File: config.mk
export PLATFORM = sky130hd
export DESIGN_NAME = gbba_locate
export DESIGN_NICKNAME = d
export VERILOG_FILES = /design/src/hw/rtl/gbba_pkg.sv /design/src/hw/rtl/gbba_locate.sv
export SDC_FILE = /design/constraint.sdc
export NUM_CORES = 1
export LEC_CHECK = 0
export ABC_CLOCK_PERIOD_IN_PS = 3100
export BUFFER_PORTS_ARGS = -buffer_cell sky130_fd_sc_hd__buf_2
export CORE_MARGIN = 5
export CORE_UTILIZATION = 52
export CTS_BUF_LIST = sky130_fd_sc_hd__clkbuf_16
export CTS_CLUSTER_DIAMETER = 100
export CTS_CLUSTER_SIZE = 40
export DETAILED_ROUTE_END_ITERATION = 7
export GPL_TIMING_DRIVEN = 1
export PLACE_DENSITY = 0.8
export RECOVER_POWER = 50
export SLEW_MARGIN = 20
export SYNTH_ARGS = -nofsm -noshare
export SYNTH_HDL_FRONTEND = slang
export SYNTH_SLANG_ARGS = --single-unit
export TNS_END_PERCENT = 30
File: constraint.sdc
create_clock -name clock -period 3.1 [get_ports clock]
set_input_delay 0.62 -clock clock [delete_from_list [all_inputs] [get_ports clock]]
set_output_delay 0.62 -clock clock [all_outputs]
set_load 0.02 [all_outputs]
File: src/hw/rtl/gbba_pkg.sv
// Shared types, constants and helpers for the grouped bitmap block allocator.
// No dependencies; every other file in hw/rtl uses this package.
package gbba_pkg;

   localparam int BLOCK_W    = 17;
   localparam int STATUS_W   = 2;
   localparam int BPG_W      = 14;
   localparam int GCNT_W     = 4;
   localparam int CSR_IDX_W  = 3;
   localparam int CSR_DATA_W = 17;

   localparam int DEF_MAX_GROUPS = 8;
   localparam int DEF_GROUP_BITS = 8192;
   localparam int DEF_MEM_DEPTH  = DEF_MAX_GROUPS * ((DEF_GROUP_BITS + 7) / 8);
   localparam int DEF_MEM_AW     = $clog2(DEF_MEM_DEPTH);

   localparam logic [STATUS_W-1:0] ST_OK      = 2'd0;
   localparam logic [STATUS_W-1:0] ST_NOSPC   = 2'd1;
   localparam logic [STATUS_W-1:0] ST_INVAL   = 2'd2;
   localparam logic [STATUS_W-1:0] ST_NOMOUNT = 2'd3;

   localparam logic OP_ALLOC = 1'b0;
   localparam logic OP_FREE  = 1'b1;

   localparam logic [CSR_IDX_W-1:0] CSR_MOUNTED    = 3'd0;
   localparam logic [CSR_IDX_W-1:0] CSR_FIRST_DATA = 3'd1;
   localparam logic [CSR_IDX_W-1:0] CSR_BPG        = 3'd2;
   localparam logic [CSR_IDX_W-1:0] CSR_TOTAL      = 3'd3;
   localparam logic [CSR_IDX_W-1:0] CSR_GCOUNT     = 3'd4;

   localparam logic [BPG_W-1:0]   GRP_CNT_MAX = 14'h3FFF;
   localparam logic [BLOCK_W-1:0] TOT_CNT_MAX = 17'h1FFFF;
   localparam logic [7:0]         BYTE_FULL   = 8'hFF;

   typedef struct packed {
      logic done;
      logic invalid;
   } loc_status_type;

   // Lowest clear bit of a byte: bit 3 set means none, bits 2:0 the position.
   function automatic logic [3:0] first_zero(input logic [7:0] d);
      logic [3:0] r;
      r = 4'b1000;
      for (int k = 7; k >= 0; k--) begin
         if (!d[k]) begin
            r = {1'b0, 3'(k)};
         end
      end
      return r;
   endfunction

endpackage

File: src/hw/rtl/gbba_locate.sv
// Splits a relative block number into group and offset by repeated subtraction.
// Depends on gbba_pkg for widths and the status struct.
module gbba_locate #(
   parameter int MAX_GROUPS = gbba_pkg::DEF_MAX_GROUPS,
   parameter int GROUP_BITS = gbba_pkg::DEF_GROUP_BITS,
   parameter int BW  = $clog2(GROUP_BITS + 1),
   parameter int NGW = $clog2(MAX_GROUPS + 1),
   parameter int GW  = (MAX_GROUPS > 1) ? $clog2(MAX_GROUPS) : 1
) (
   input  logic                           clock,
   input  logic                           reset,
   input  logic                           start,
   input  logic [gbba_pkg::BLOCK_W-1:0]   rel,
   input  logic [BW-1:0]                  bpg,
   input  logic [NGW-1:0]                 ng,
   output gbba_pkg::loc_status_type       status,
   output logic [GW-1:0]                  group,
   output logic [BW-1:0]                  offset
);
   import gbba_pkg::*;

   logic [BLOCK_W-1:0] rem_ff, rem_in;
   logic [NGW-1:0]     g_ff, g_in;
   logic               busy_ff, busy_in;
   loc_status_type     st_ff, st_in;

   always_comb begin
      rem_in  = rem_ff;
      g_in    = g_ff;
      busy_in = busy_ff;
      st_in   = st_ff;
      if (start) begin
         rem_in  = rel;
         g_in    = '0;
         busy_in = 1'b1;
         st_in   = '0;
      end else if (busy_ff) begin
         if (g_ff >= ng) begin
            busy_in       = 1'b0;
            st_in.done    = 1'b1;
            st_in.invalid = 1'b1;
         end else if (rem_ff < BLOCK_W'(bpg)) begin
            busy_in    = 1'b0;
            st_in.done = 1'b1;
         end else begin
            rem_in = rem_ff - BLOCK_W'(bpg);
            g_in   = g_ff + NGW'(1);
         end
      end
   end

   always_ff @(posedge clock) begin
      if (reset) begin
         busy_ff <= 1'b0;
         st_ff   <= '0;
      end else begin
         busy_ff <= busy_in;
         st_ff   <= st_in;
      end
      rem_ff <= rem_in;
      g_ff   <= g_in;
   end

   assign status = st_ff;
   assign group  = g_ff[GW-1:0];
   assign offset = rem_ff[BW-1:0];
endmodule
==> flow_summary.json <==
{
  "worst_slew_pin_tran_ns": 1.00,
  "total_power_uw": 1340,
  "chain_of_cells_forming_the_critical_path": "clkbuf_1, inv_1, ha_1, nor2b_1, o2111ai_1, a211oi_1, o21ai_2, a211oi_4, or2_1, buf_4",
  "rows": 22,
  "initial_utilization_pct": 53.5,
  "layout.nets": 327,
  "area_growth_pct": 13.6,
  "critical_path.max_fanout": 12,
  "yosysSeqAreaShare_pct": 33.2,
  "final.setup.tns_ns": 0,
  "placeableCoreArea_um2": 3660,
  "fin_ws_ns": 0.457,
  "critPathMaxStageDelay_ns": 0.40,
  "boundaryPins": 57,
  "synth_flop_cell": "edfxtp_1",
  "route.vias.total": 1611,
  "buffer_ports.inserted": 56,
  "unrepaired_setup_endpoints_after_global_routing": "false",
  "worstHoldPathType": "register to register",
  "dpl_worst_slack_ns": 0.387,
  "synth_cell_type_count": 43,
  "vdd_drop_max_mv": 0.284,
  "routabilityCongestion": 0.886,
  "antenna_violating_nets_post_route": 0,
  "die_height_um": 71.4,
  "drc": 0,
  "number_of_search_and_repair_iterations_in_the_first_detailed_routing_pass": 5,
  "design.die.area_um2": 5100,
  "postSynthCellCount": 225,
  "global_route_wire_length_before_repair_um": 6330,
  "async_flop_share_pct": 0,
  "drv_cap": 0,
  "insertedDiodeCount": 0,
  "detail_route.wirelength_um": 3830,
  "clock_sinks": 24,
  "timing.critical_path.max_delay_family": "compound AO/OA/AOI/OAI gates",
  "worstPathRequired_ns": 3.06,
  "clock_pin_slew_on_the_worst_setup_and_hold_paths_ns": 0.06,
  "yosys_register_bits": 24,
  "post_synth_edffs": 17,
  "timing.critical_path.from_type": "input port",
  "outcome": "finished, final reports clean",
  "fillCellCount": 347,
  "clk_root_buffer_cell": "clkbuf_16",
  "layout_worst_path_cycle_share_pct": 85.3,
  "number_of_buffers_created_by_cts": 3,
  "h-tree-depth": 1,
  "critical_path_capture_point_type": "register",
  "global_route.usage.total_pct": 15.2,
  "via_count_normalized_by_instance_count": 5.10,
  "worstSetupPathType": "input port to register",
  "grt_pass1_vias": 1480,
  "critPathSlowestCell": "a211oi_1",
  "cp.arrival_ns": 2.60,
  "grt-ovfl-total": 0,
  "power.static_leakage_uw": 0.00104,
  "timing.max_slew.rel_slack_pct": 33.3,
  "wl_per_cell_um": 12.1,
  "maxClockFrequency_mhz": 378,
  "finalWorstPathRequiredPeriod_ns": 2.64,
  "final_max_slew_viol_count": 0,
  "finClkSkew_ns": 0.00638,
  "post_cts_resized": 0,
  "synth_warnings": 0,
  "max-clock-path-buffers": 2,
  "grt_max_degree": 28,
  "mappedNetlistNets": 283,
  "worst_hold_slack_ns": 0.510,
  "syn-cell-area_um2": 1960,
  "post_cts_hold_buffer_count": 0,
  "timing.final.hold_violations": 0,
  "worst_skew_pair.late_latency_ns": 0.26,
  "post_synth.cell_area_avg_um2": 8.71,
  "hpwlAfterDp_um": 3040,
  "post_route_cells_drive_above_1_share_pct": 18.3,
  "initialDrtViolationCount": 85,
  "initial_antenna_violation_count": 0,
  "buffers_plus_inverters_on_the_worst_setup_path": 3,
  "tritoncts_clock_tree": "yes",
  "die_width_um": 71.4,
  "power_per_cell_area_nw_per_um2": 602,
  "setup-violations-final": 0,
  "post-cts-setup-buffer-count": 0
}
## sequential cells by signal, indices dropped and copies added (netlist names)
register / count
status: 2
rem_ff: 17
g_ff: 4
busy_ff: 1
## metal layers
metal / global-route usage [%] / share of wire, % / routed length [µm]
met5: 0 / 0 / 0
met4: 4.38 / 1.2 / 46
met3: 3.09 / 7.1 / 271
met2: 24.9 / 46 / 1750
met1: 20.3 / 46 / 1760
## layout by cell type (no fill, tap or decap), drive strengths merged, types with 3 or more instances in the layout
master  count
buf        39
o21ai      28
nand2      25
clkbuf     24
inv        23
ha         19
edfxtp     17
a21oi      14
nor2       11
xnor2       9
dfxtp       7
xor2        6
nand2b      6
a21o        6
nand3       5
nor2b       3
nor3        3
a211oi      3
## report_power, final
part | internal [µW] | total, µW | switching, µW
Sequential | 422 | 460 | 38.4
Combinational | 250 | 594 | 344
Clock | 173 | 286 | 113
## logic make-up (layout without fill, tap and decap cells)
group / after synthesis / count (layout) / synth area share (%)
AOI/OAI and AO/OA: 61 / 61 / 20.4
muxes: 1 / 1 / 0.511
DFF: 24 / 24 / 33.2
buffers and inverters: 44 / 87 / 11.7
and+or+nand+nor: 60 / 60 / 14.4
adders and majority gates: 20 / 20 / 13.2
xor gates and xnor gates: 15 / 15 / 6.71
## cells in the mapped netlist, drive strengths merged (2+ instances only)
cell | instances | area share, %
a21oi | 14 | 4.0
nand2 | 25 | 4.8
nor2 | 11 | 2.1
and3 | 2 | 0.70
edfxtp | 17 | 26
a21o | 6 | 2.4
a31o | 2 | 0.89
nor3 | 3 | 0.77
ha | 19 | 12
xor2 | 6 | 2.7
o21a | 2 | 0.77
clkbuf | 4 | 0.77
dfxtp | 7 | 7.2
nor2b | 3 | 1.1
o2111ai | 2 | 1.2
a211oi | 3 | 2.0
inv | 23 | 4.4
o21ai | 28 | 7.3
nand3 | 5 | 1.3
buf | 17 | 6.5
nand2b | 6 | 1.9
xnor2 | 9 | 4.0
## worst paths after layout
| path | from | to | slack (ns) | cells past startpoint |
|---|---|---|---|---|
| hold reg to reg | status[0]$_SDFFE_PP0P_ | status[0]$_SDFFE_PP0P_ | 0.51 | 2 |
| hold / removal | status[0]$_SDFFE_PP0P_ | status[0]$_SDFFE_PP0P_ | 0.51 | 2 |
| setup / recovery | bpg[1] | rem_ff[11]$_DFFE_PP_ | 0.46 | 10 |
| setup reg to reg | rem_ff[1]$_DFFE_PP_ | rem_ff[11]$_DFFE_PP_ | 0.54 | 8 |
## layout make-up
cell class              count  area, µm²  share of cell area, %
multi-input cells         157       1070                   47.9
flip-flops and latches     24        651                   29.2
repair buffers             60        284                   12.8
inverters                  23       86.3                   3.88
clock buffers               3       75.1                   3.37
well taps                  48       60.1                   2.70
clock inverters             1       3.75                  0.169
## per-stage QoR
step / instance area (µm²) / instances / utilization [%]
after floorplan: 1960 / 225 / -
after global placement: 2190 / 312 / 59.7
after detailed placement: 2190 / 312 / 59.7
after CTS: 2270 / 316 / 61.9
after global routing: 2230 / 316 / 60.8
final: 2230 / 316 / 60.8
## worst reg2reg max path: stages, from the launching register on
cell and delay (ns):
edfxtp_1 0.43, ha_1 0.30, nor2b_1 0.17, o2111ai_1 0.19
a211oi_1 0.40, o21ai_2 0.14, a211oi_4 0.27, or2_1 0.15
buf_4 0.21
Power figures use the tool's default switching activity.
